==> src/sv/inv3_pkg.sv <==
// ----------------------------------------------------------------------------
// inv3_pkg
// Shared types and constants for the 3x3 fixed-point matrix inverse.
// ----------------------------------------------------------------------------
package inv3_pkg;

    localparam int ELEM_W        = 32;
    localparam int FRAC_BITS_DEF = 16;
    localparam int ADJ_W         = 2 * ELEM_W + 1;
    localparam int DABS_W        = 3 * ELEM_W;
    localparam int QUO_W         = ELEM_W + 1;
    localparam int FRONT_STAGES  = 6;

    typedef logic signed [ELEM_W-1:0] elem_t;

    localparam elem_t ELEM_MAX = {1'b0, {(ELEM_W - 1){1'b1}}};
    localparam elem_t ELEM_MIN = {1'b1, {(ELEM_W - 1){1'b0}}};

    typedef struct packed {
        elem_t in_r1c1;
        elem_t in_r1c2;
        elem_t in_r1c3;
        elem_t in_r2c1;
        elem_t in_r2c2;
        elem_t in_r2c3;
        elem_t in_r3c1;
        elem_t in_r3c2;
        elem_t in_r3c3;
    } mat_t;

    typedef struct packed {
        elem_t out_r1c1;
        elem_t out_r1c2;
        elem_t out_r1c3;
        elem_t out_r2c1;
        elem_t out_r2c2;
        elem_t out_r2c3;
        elem_t out_r3c1;
        elem_t out_r3c2;
        elem_t out_r3c3;
        elem_t determinant;
        logic  singular;
    } inv_t;

    typedef struct packed {
        logic       singular;
        logic [8:0] sneg;
        elem_t      det;
    } side_t;

endpackage

==> src/sv/inv3_back.sv <==
// ----------------------------------------------------------------------------
// inv3_back
// Sign, saturation and singular substitution into the output register.
// ----------------------------------------------------------------------------
module inv3_back
    import inv3_pkg::*;
#(
    parameter int FRAC_BITS = FRAC_BITS_DEF
)
(
    input  logic                  clk,
    input  logic                  rst_n,
    input  logic                  en,
    input  logic                  valid_in,
    input  logic [8:0][QUO_W-1:0] quo_in,
    input  side_t                 side_in,
    output logic                  vld,
    output inv_t                  res
);

    localparam elem_t ONE = (FRAC_BITS < ELEM_W - 1) ?
                            elem_t'(64'd1 << FRAC_BITS) : ELEM_MAX;

    logic  vld_reg;
    inv_t  res_reg;
    inv_t  res_next;
    elem_t val [9];
    elem_t mag [9];

    always_comb
    begin
        for (int k = 0; k < 9; k++)
        begin
            mag[k] = quo_in[k][ELEM_W-1:0];
            if (side_in.singular)
            begin
                val[k] = (k % 4 == 0) ? ONE : '0;
            end
            else if (!side_in.sneg[k])
            begin
                val[k] = (quo_in[k][ELEM_W] || quo_in[k][ELEM_W-1]) ? ELEM_MAX : mag[k];
            end
            else if (quo_in[k][ELEM_W] || (quo_in[k][ELEM_W-1] && |quo_in[k][ELEM_W-2:0]))
            begin
                val[k] = ELEM_MIN;
            end
            else
            begin
                val[k] = -mag[k];
            end
        end
        res_next.out_r1c1    = val[0];
        res_next.out_r1c2    = val[1];
        res_next.out_r1c3    = val[2];
        res_next.out_r2c1    = val[3];
        res_next.out_r2c2    = val[4];
        res_next.out_r2c3    = val[5];
        res_next.out_r3c1    = val[6];
        res_next.out_r3c2    = val[7];
        res_next.out_r3c3    = val[8];
        res_next.determinant = side_in.det;
        res_next.singular    = side_in.singular;
    end

    always_ff @(posedge clk or negedge rst_n)
    begin
        if (!rst_n)
        begin
            vld_reg <= 1'b0;
        end
        else if (en)
        begin
            vld_reg <= valid_in;
        end
    end

    always_ff @(posedge clk)
    begin
        if (en)
        begin
            res_reg <= res_next;
        end
    end

    assign vld = vld_reg;
    assign res = res_reg;

endmodule

==> config.mk <==
export PLATFORM = sky130hd
export DESIGN_NAME = inv3_back
export DESIGN_NICKNAME = d
export VERILOG_FILES = /design/src/sv/inv3_pkg.sv /design/src/sv/inv3_back.sv
export SDC_FILE = /design/constraint.sdc
export NUM_CORES = 1
export LEC_CHECK = 0
export BUFFER_PORTS_ARGS = -buffer_cell sky130_fd_sc_hd__buf_2
export CAP_MARGIN = 20
export CORE_AREA = 2 2 256 258
export DETAILED_ROUTE_END_ITERATION = 6
export DIE_AREA = 0 0 258 260
export PLACE_DENSITY_LB_ADDON = 0.08
export SYNTH_ARGS = -nofsm -noshare
export SYNTH_HDL_FRONTEND = slang
export SYNTH_SLANG_ARGS = --single-unit
==> constraint.sdc <==
create_clock -name clk -period 0.8 [get_ports clk]
set_input_delay 0.2 -clock clk [delete_from_list [all_inputs] [get_ports clk]]
set_output_delay 0.2 -clock clk [all_outputs]
set_load 0.01 [all_outputs]
==> After elaboration in Yosys (flattened, before gate mapping) <==
Index checks and enable logic that the tools add are counted.
{ "classes": {"addsub": 9, "muxes": 27, "reduce_logical": 36} }
{ "op_table": {"columns": ["op", "n"], "rows": [
  ["$mux W32", 27],
  ["$neg A32 Y32", 9],
  ["$reduce_or A31 Y1", 9],
  ["$logic_or A1 B1 Y1", 18],
  ["$logic_and A1 B1 Y1", 9]
]} }
{ "word_totals": {"register_bits": 322, "input_bits": 343, "out_inout_bits": 322, "word_cells": 84} }

==> Longest topological paths before layout <==
Gate-level depths: netlist of run 1.
{ "logic_depth": {"ltp_word": 5, "mapped_depth": 10, "ltp_nobuf": 8} }

==> Least setup slack after synthesis of run 1 <==
OpenSTA, ideal clock, no wires.
{ "synth_timing": {"kind": "input to register", "startpoint": "input quo_in[144] in the netlist's numbering", "endpoint": "register res_reg, in the netlist res[191] (data pin)", "setup_ns": 0.255, "arrival_ns": 2.272, "path_slack_ns": -1.726, "cell_stages": 7, "path_cell_list": "or4_1 -> or3_1 -> buf_6 -> or4_4 -> or4_1 -> a21oi_1 -> nor3_1"} }
{ "synth_between": {"elab_chain_cells": 5} }
{ "synth_rtl": {"columns": ["element", "line_no", "text"], "rows": [
  ["start: declaration", "inv3_back.sv:15", "input logic [8:0][QUO_W-1:0] quo_in,"],
  ["parallel branches: the longest is 3 deep, another holds $neg A32 Y32", null, null],
  ["$mux W32 *", "inv3_back.sv:43", "else if (quo_in[k][ELEM_W] || (quo_in[k][ELEM_W-1] && |quo_in[k][ELEM_W-2:0]))"],
  ["$mux W32 *", "inv3_back.sv:39", "else if (!side_in.sneg[k])"],
  ["end signal: assignment", "inv3_back.sv:81", "res_reg <= res_next;"],
  ["end: declaration", "inv3_back.sv:25", "inv_t res_reg;"]
]} }
Mark *: on every way between the ends.
A chain may end at the register's enable or synchronous reset.

==> Final worst setup path of run 1 <==
Same ends and word-level chain as after synthesis.

==> metrics, run 1 <==
result of the run finished with violations; failing checks negative setup slack; number of iterations in the first detailed-routing pass 5; wire length reported by the detailed router 92000 microns; Via Count 23700; total die area 0.0671 sq mm; placeable core region 0.0641 sq mm; share of flip-flops with an asynchronous set or reset 0.311%; setup slack, reg-to-reg 0.03 ns; maximum level of the CTS H-tree 2; Static Leakage 14.7 nW; Reg clk slew, reported paths 0.06 ns; Total Routing Usage GR 26.0%; layout net count 3906; count of endpoints failing setup in the final report 610; area of the mapped netlist 0.0194 sq mm; path depth of the worst reg2reg path 1; startpoint-to-endpoint class of the critical path input pin to register; Ys Warns 0; Relative slew margins 63.0%; Chip Height 260 microns; maxcap violations 0; initial standard-cell utilization of the core 30.3%; Setup Slack @ Placement -1.84 ns; Hold Crit Class input pin to register; DR DRC count 0; FF-to-FF Start vld$_DFFE_PN0P_; maximum number of buffers from clock root to sink 3; detailed router's first-iteration violation count 1199; width of the die 258 microns; clk_lat worst skew 0.55 ns; areal power density over the cells 1430 mW/mm^2; setup repair after global routing missed its margin true; first-pass GRT wire length 137000 microns; Port Buffers 664; antenna violations before repair 18; fin util 57.0%; flops & latches, synth 322; CTS tree yes; cts bufs inserted 41; worst slack on hold paths 0.0509 ns; buffer type at the clock tree root sky130_fd_sc_hd__clkbuf_16; number of cells produced by synthesis 2083; number of distinct standard cells referenced by the synthesized netlist 82; Slew @ Worst Pin 0.555 ns; largest net degree at the start of global routing 48; Synthesized Nets 2435; fraction of the yosys area taken by sequential cells 49.8%; worst vdd rail ir drop 1.64 mV; RD Place Congestion 0.938; Total Neg Setup Slack -386.30 ns; element type at the critical path end register; CP Max Fanout 3; worst hold start quo_in[157]; via count of the first global-routing pass 23800; GR Overflow Total 0; placed wire-length estimate 68700 microns; via/cell ratio 5.33; share of the clock period used by the worst path after layout 240%; clk sink count 322; number of enable flip-flop cells after synthesis 321; Area growth syn-to-layout 88.1%; Worst Setup Slack, final -1.12 ns; endpoint of the worst hold-timing path res[186]$_SDFFCE_PP0P_; Std-Cell Rows 93; CP Launch Type input pin; Critical R2R Capture vld$_DFFE_PN0P_; antenna-violating nets left 0; flip-flop count of the largest register after layout 321; Final Slew Violations 0; Post-synth top flop sky130_fd_sc_hd__edfxtp_1; Worst Path Arrival 2.24 ns; Routed wire per std cell 20.7 microns; final hold violations 0; Achievable Freq 521 MHz; critical path required time 1.12 ns; share of layout cells above drive strength 1 59.9%; mean area per synthesized cell 9.32 sq um; Final Critical Period 1.92 ns; ports placed on the boundary 665; hold depth 3; worst setup skew after layout 0 ns; Critical path origin quo_in[144]
[power breakdown]
part / internal [W] / switching (W)
clock: 0.0110 / 0.00742
sequential: 0.0203 / 0.000541
combinational: 0.00609 / 0.00691
total: 0.0373 / 0.0149
[stage by stage]
stage	cell area (sq um)	std cells	total power, W
2_1_floorplan	20600	2083	0.0247
3_3_place_gp	30200	4220	0.0316
3_5_place_dp	30200	4220	0.0317
4_1_cts	34800	4407	0.0519
5_1_grt	36500	4445	0.0543
6_report	36500	4448	0.0522
[critical path, stage by stage]
cell	delay (ns)
sky130_fd_sc_hd__buf_6	0.09
sky130_fd_sc_hd__or4_4	0.54
sky130_fd_sc_hd__or3_4	0.35
sky130_fd_sc_hd__or4_4	0.45
sky130_fd_sc_hd__or4_4	0.43
sky130_fd_sc_hd__a21oi_2	0.13
sky130_fd_sc_hd__nor3_1	0.05
[cell type report]
type                       instances  area, sq um
antenna                           11         27.5
clock buffer                      49         1100
clock inverter                    22          206
fill                            5610        27600
inverter                          47          279
multi-input combinational       1591        12600
sequential                       322         9660
tap                              855         1070
timing repair buffer            1551        11600
[cells in the mapped netlist (all sizes together) (12+ instances only)]
cell type,n,area (sq um)
nand3,86,430
a311oi,107,937
nand3b,14,105
a31oi,51,319
o211ai,15,113
a21oi,223,1120
nor3b,12,90.1
nand4,24,150
or4,32,251
nand2,174,653
edfxtp,321,9640
or2,17,106
o22ai,55,344
nand2b,14,87.6
nor4,50,334
a211oi,23,178
clkbuf,116,465
or3,30,190
buf,12,86.3
nor3,129,668
inv,44,165
nor2,292,1100
o21ai,68,344
[per-layer routing]
| metal | GRT usage [%] | vias up | share of wire, % |
|---|---|---|---|
| met2 | 44.5 | 752 | 49 |
| met3 | 5.27 | 205 | 6.1 |
| met5 | 0 | - | 0.13 |
| li1 | - | 11200 | - |
| met1 | 31.6 | 11600 | 40 |
| met4 | 11.4 | 18 | 4.4 |
[how the worst max path moves through the flow]
| stage | slack [ns] | cells past startpoint | end |
|---|---|---|---|
| floorplan | -1.67 | 7 | res[191]$_SDFFCE_PP0P_ |
| global placement | -1.80 | 8 | res[288]$_SDFFCE_PP0P_ |
| detailed placement | -1.84 | 8 | res[288]$_SDFFCE_PP0P_ |
| CTS | -1.10 | 7 | res[288]$_SDFFCE_PP0P_ |
| global route | -1.13 | 7 | res[191]$_SDFFCE_PP0P_ |
| finish | -1.12 | 7 | res[191]$_SDFFCE_PP0P_ |
[kinds of logic (layout without fill, tap and decap cells)]
logic type | after synthesis | count (layout) | synth area share [%]
other cells | 0 | 11 | 0
compound gates | 630 | 636 | 21.3
mux | 9 | 9 | 0.477
flops | 322 | 322 | 49.8
fa+ha+maj | 9 | 9 | 0.580
buf+inv | 176 | 1669 | 3.79
xor+xnor | 9 | 9 | 0.406
simple gates | 928 | 928 | 23.6
[layout by cell type (no fill, tap or decap), types with 61 or more instances in the layout]
master / netlist / layout
sky130_fd_sc_hd__a21oi_1: 223 / 158
sky130_fd_sc_hd__a21oi_2: 0 / 61
sky130_fd_sc_hd__a311oi_2: 0 / 102
sky130_fd_sc_hd__buf_2: 3 / 598
sky130_fd_sc_hd__buf_4: 3 / 704
sky130_fd_sc_hd__buf_6: 2 / 144
sky130_fd_sc_hd__edfxtp_1: 321 / 321
sky130_fd_sc_hd__nand2_1: 174 / 167
sky130_fd_sc_hd__nand3_1: 86 / 65
sky130_fd_sc_hd__nor2_1: 291 / 205
sky130_fd_sc_hd__nor2_4: 0 / 64
sky130_fd_sc_hd__nor3_1: 127 / 76
[what timing repair did]
| action | in CTS | in global routing |
|---|---|---|
| setup endpoints to repair | 610 | 610 |
| pin swaps | 146 | 163 |
| hold endpoints to repair | 35 | 1 |
| buffers inserted | 69 | 52 |
| hold buffers | 36 | 1 |
| gates resized for setup | 460 | 345 |
| cloned | 15 | 2 |
(Power assumes the default switching activity.)
==> inputs of run 2 (changes only) <==
Settings changed: RECOVER_POWER set to 100.
==> metrics, run 2 (synthesized netlist as in run 1, its figures left out) <==
result of the run finished with violations; failing checks negative setup slack; Via Count 23700 (+0.055%); Worst Setup Slack, final -1.13 ns (-0.00682 ns); GR Overflow Total 0 (unchanged); largest net degree at the start of global routing 48 (unchanged); CP Max Fanout 3 (unchanged); final hold violations 0 (unchanged); via/cell ratio 5.34 (about the same); Total Routing Usage GR 26.0% (unchanged); flip-flop count of the largest register after layout 321 (unchanged); worst vdd rail ir drop 1.65 mV (+0.28%); areal power density over the cells 1430 mW/mm^2 (+0.13%); clk sink count 322 (unchanged); fin util 56.9% (-0.12 points); Final Slew Violations 0 (unchanged); Relative slew margins 55.7% (-7.3 points); Port Buffers 664 (unchanged); total die area 0.0671 sq mm (unchanged); antenna-violating nets left 0 (unchanged); Slew @ Worst Pin 0.664 ns (+0.109 ns); ports placed on the boundary 665 (unchanged); first-pass GRT wire length 137000 microns (unchanged); maxcap violations 0 (unchanged); Area growth syn-to-layout 87.7%; Setup Slack @ Placement -1.84 ns (unchanged); number of iterations in the first detailed-routing pass 5 (unchanged); count of endpoints failing setup in the final report 846 (+39%); Final Critical Period 1.93 ns (+0.00682 ns); layout net count 3906 (unchanged); setup repair after global routing missed its margin true; element type at the critical path end register; worst slack on hold paths 0.0500 ns (-0.000921 ns); commonest non-fill, non-tap cell in the layout sky130_fd_sc_hd__buf_4; initial standard-cell utilization of the core 30.3% (unchanged); share of layout cells above drive strength 1 59.7% (-0.11 points); Worst Path Arrival 2.25 ns (about the same); Hold Crit Class input pin to register; cts bufs inserted 41 (unchanged); detailed router's first-iteration violation count 1158 (-3.4%); maximum level of the CTS H-tree 2 (unchanged); area of all placed cells without fillers 0.0365 sq mm (-0.22%); startpoint-to-endpoint class of the critical path input pin to register; antenna violations before repair 19 (+1); Static Leakage 14.6 nW (-0.26%); share of the clock period used by the worst path after layout 241% (+0.85 points); fill cell instance count of the final layout 5624 (+0.25%); clk_lat worst skew 0.55 ns (about the same); placeable core region 0.0641 sq mm (unchanged); CP Launch Type input pin; Std-Cell Rows 93 (unchanged); width of the die 258 microns (unchanged); Chip Height 260 microns (unchanged); Reg clk slew, reported paths 0.06 ns (about the same); critical path required time 1.12 ns (about the same); multi-input logic area 0.0126 sq mm (unchanged); Achievable Freq 519 MHz (-0.35%); RD Place Congestion 0.938 (unchanged); commonest cells after routing, fill and taps aside 698 x sky130_fd_sc_hd__buf_4, 597 x sky130_fd_sc_hd__buf_2, 321 x sky130_fd_sc_hd__edfxtp_1; sequential cell area 0.00966 sq mm (unchanged); maximum number of buffers from clock root to sink 3 (unchanged); placed wire-length estimate 68700 microns (unchanged); wire length reported by the detailed router 92000 microns (about the same); Post-Place Cell Area 0.0302 sq mm (unchanged); worst setup skew after layout 0 ns (unchanged); buffer type at the clock tree root sky130_fd_sc_hd__clkbuf_16; DR DRC count 0 (unchanged); via count of the first global-routing pass 23800 (unchanged); Routed wire per std cell 20.7 microns (about the same); CTS tree yes
==> run 2: cell types whose count changed in the layout (fill, tap and decap cells not counted) <==
cell / change
sky130_fd_sc_hd__clkbuf_2: +4
sky130_fd_sc_hd__clkbuf_1: +4
sky130_fd_sc_hd__buf_2: -1
sky130_fd_sc_hd__buf_4: -6
sky130_fd_sc_hd__buf_8: -1
sky130_fd_sc_hd__buf_12: -4
sky130_fd_sc_hd__clkbuf_4: +4
==> run 2: what timing repair did <==
item | 4_1_cts | 5_1_grt
hold endpoints to repair | 35 | 1
gates cloned | 15 | 2
setup endpoints to repair | 610 | 610
hold buffers | 36 | 1
gates resized for setup | 460 | 345
pin swaps | 146 | 163
buffers inserted | 69 | 52
==> run 2: per-stage QoR <==
step / instances / total power, W / setup TNS (ns)
floorplan: 2083 / 0.0247 / -334.69
global placement: 4220 / 0.0316 / -486.29
detailed placement: 4220 / 0.0317 / -491.21
CTS: 4407 / 0.0519 / -388.38
global route: 4445 / 0.0543 / -442.83
finish: 4448 / 0.0522 / -402.28
==> run 2: critical path, cell delays in order <==
cell	delay (ns)
sky130_fd_sc_hd__buf_6	0.09
sky130_fd_sc_hd__or4_4	0.54
sky130_fd_sc_hd__or3_4	0.35
sky130_fd_sc_hd__or4_4	0.45
sky130_fd_sc_hd__or4_4	0.43
sky130_fd_sc_hd__a21oi_2	0.14
sky130_fd_sc_hd__nor3_1	0.05
==> run 2: report_power, final <==
part / switching, W / internal [W] / total (W)
clock: 0.00743 / 0.0110 / 0.0184
combinational: 0.00691 / 0.00604 / 0.0130
sequential: 0.000544 / 0.0203 / 0.0208
total: 0.0149 / 0.0373 / 0.0522
==> run 2: per-layer routing <==
layer	wire, microns	GRT usage, %	part of all wire (%)	up-vias
li1	-	-	-	11200
met1	37000	31.6	40	11600
met2	45300	44.5	49	751
met3	5550	5.27	6.0	198
met4	4050	11.4	4.4	16
met5	107	0	0.12	-
==> run 2: area by class of cell <==
class                   count  area share, %
diodes                     11         0.0755
repair buffers           1551           31.6
inverters                  47          0.765
multi-input cells        1591           34.6
well taps                 855           2.93
flip-flops and latches    322           26.5
clock buffers              49           3.01
clock inverters            22          0.566
==> run 2: path summary, 6_finish.rpt <==
check                                 from                      to  slack, ns  cells after the start
setup / recovery               quo_in[144]  res[191]$_SDFFCE_PP0P_      -1.13                      7
max in group asynchronous            rst_n         vld$_DFFE_PN0P_       0.23                      3
hold / removal                 quo_in[157]  res[186]$_SDFFCE_PP0P_       0.05                      3
setup reg to reg           vld$_DFFE_PN0P_         vld$_DFFE_PN0P_       0.03                      1
hold reg to reg            vld$_DFFE_PN0P_         vld$_DFFE_PN0P_       0.55                      1
min in group asynchronous            rst_n         vld$_DFFE_PN0P_       0.48                      3
==> inputs of run 3 (changes only) <==
Settings changed: CORE_AREA 2 2 256 258 to unset, CORE_MARGIN set to 1, CORE_UTILIZATION set to 30, DIE_AREA 0 0 258 260 to unset.
==> metrics, run 3 (synthesized netlist as in run 1, its figures left out) <==
result of the run finished with violations; failing checks negative setup slack; via/cell ratio 5.35 (+0.21%); flip-flop count of the largest register after layout 321 (unchanged); CTS tree yes; FF-to-FF Start vld$_DFFE_PN0P_; count of endpoints failing setup in the final report 888 (+5.0%); Relative slew margins 52.8% (-2.9 points); wire length reported by the detailed router 93400 microns (+1.6%); first-pass GRT wire length 140000 microns (+2.6%); hold depth 3 (unchanged); CP Max Fanout 3 (unchanged); Port Buffers 664 (unchanged); share of layout cells above drive strength 1 60.3% (+0.51 points); areal power density over the cells 1440 mW/mm^2 (+0.81%); Cells after DPL 4226 (+0.14%); Total Routing Usage GR 27.1% (+1.1 points); worst hold start quo_in[243]; commonest cells after routing, fill and taps aside 733 x sky130_fd_sc_hd__buf_4, 567 x sky130_fd_sc_hd__buf_2, 321 x sky130_fd_sc_hd__edfxtp_1; total die area 0.0658 sq mm (-2.0%); buffer type at the clock tree root sky130_fd_sc_hd__clkbuf_16; layout net count 3943 (+0.95%); detailed router's first-iteration violation count 1301 (+12%); RD Place Congestion 0.920 (-1.8%); Area growth syn-to-layout 90.1%; via count of the first global-routing pass 24100 (+1.3%); worst slack on hold paths 0.0372 ns (-0.0128 ns); Final Critical Period 1.95 ns (+0.0237 ns); width of the die 256 microns (-0.61%); startpoint-to-endpoint class of the critical path input pin to register; share of the clock period used by the worst path after layout 244% (+3.0 points); largest net degree at the start of global routing 48 (unchanged); Reg clk slew, reported paths 0.06 ns (about the same); Static Leakage 14.8 nW (+1.1%); commonest non-fill, non-tap cell in the layout sky130_fd_sc_hd__buf_4; maximum level of the CTS H-tree 2 (unchanged); maxcap violations 0 (unchanged); path depth of the worst reg2reg path 1 (unchanged); Worst Path Arrival 2.28 ns (+0.03 ns); placeable core region 0.0635 sq mm (-0.90%); area of all placed cells without fillers 0.0369 sq mm (+1.3%); Worst Setup Slack, final -1.15 ns (-0.0237 ns); setup repair after global routing missed its margin true; maximum number of buffers from clock root to sink 3 (unchanged); number of iterations in the first detailed-routing pass 5 (unchanged); Hold Crit Class input pin to register; clk sink count 322 (unchanged); ports placed on the boundary 665 (unchanged); element type at the critical path end register; GR Overflow Total 0 (unchanged); Post-Layout Cell Count 4483 (+0.79%); antenna-violating nets left 0 (unchanged); worst vdd rail ir drop 1.41 mV (-14%); worst setup skew after layout 0 ns (unchanged); final hold violations 0 (unchanged); critical path required time 1.13 ns (about the same); placed wire-length estimate 69300 microns (+0.85%); DR DRC count 0 (unchanged); antenna violations before repair 20 (+1); fin util 58.1% (+1.2 points); Std-Cell Rows 92 (-1.1%); cts bufs inserted 42 (+2.4%); Via Count 24000 (+0.99%); Achievable Freq 513 MHz (-1.2%); setup slack, reg-to-reg 0.06 ns (+0.03 ns); Post-Place Cell Area 0.0303 sq mm (about the same); Routed wire per std cell 20.8 microns (+0.81%); Slew @ Worst Pin 0.701 ns (+0.0373 ns); clk_lat worst skew 0.56 ns (about the same); Final Slew Violations 0 (unchanged); initial standard-cell utilization of the core 30.6% (+0.27 points); endpoint of the worst hold-timing path res[77]$_SDFFCE_PP0P_; CP Launch Type input pin; Total Neg Setup Slack -443.64 ns (-41.36 ns); Chip Height 256 microns (-1.4%); Critical R2R Capture vld$_DFFE_PN0P_
-- run 3: stage by stage --
stage / setup slack, ns / total power (W)
finish: -1.15 / 0.0533
global route: -1.17 / 0.0551
CTS: -1.11 / 0.0529
detailed placement: -1.81 / 0.0317
global placement: -1.76 / 0.0316
floorplan: -1.67 / 0.0247
-- run 3: metal layers --
layer	up-vias	routed length (microns)	GRT usage (%)
met5	-	77	0
met4	10	4200	11.9
met3	203	5380	5.10
met2	798	46200	46.7
met1	11700	37600	32.9
li1	11300	-	-
-- run 3: area by class of cell --
type / instances / area (sq um)
clock inverter: 21 / 220
tap: 846 / 1060
fill: 5691 / 26600
antenna: 14 / 35.0
multi-input combinational: 1593 / 12600
sequential: 322 / 9660
timing repair buffer: 1585 / 11900
inverter: 47 / 279
clock buffer: 55 / 1150
-- run 3: power by group --
group | internal, W | switching [W]
registers | 0.0203 | 0.000557
logic | 0.00619 | 0.00700
clock network | 0.0114 | 0.00782
-- run 3: worst max-delay path by stage --
stage,start,to,slack (ns),depth (start not counted)
floorplan,quo_in[144],res[191]$_SDFFCE_PP0P_,-1.67,7
global placement,quo_in[47],res[288]$_SDFFCE_PP0P_,-1.76,8
detailed placement,quo_in[144],res[170]$_SDFFCE_PP0P_,-1.81,9
CTS,quo_in[144],res[191]$_SDFFCE_PP0P_,-1.11,7
global route,quo_in[144],res[191]$_SDFFCE_PP0P_,-1.17,7
finish,quo_in[144],res[191]$_SDFFCE_PP0P_,-1.15,7
-- run 3: timing repair --
item / 4_1_cts / 5_1_grt
setup endpoints to repair: 610 / 610
gates resized for setup: 574 / 289
hold buffers: 39 / 0
endpoints found under the hold margin: 38 / 0
pin swaps: 196 / 162
cloned: 17 / 1
setup buffers: 89 / 44
-- run 3: worst max-delay path: stages --
cell                      delay, ns
sky130_fd_sc_hd__buf_6         0.09
sky130_fd_sc_hd__or4_4         0.54
sky130_fd_sc_hd__or3_4         0.39
sky130_fd_sc_hd__or4_4         0.44
sky130_fd_sc_hd__or4_4         0.42
sky130_fd_sc_hd__a21oi_2       0.15
sky130_fd_sc_hd__nor3_2        0.04
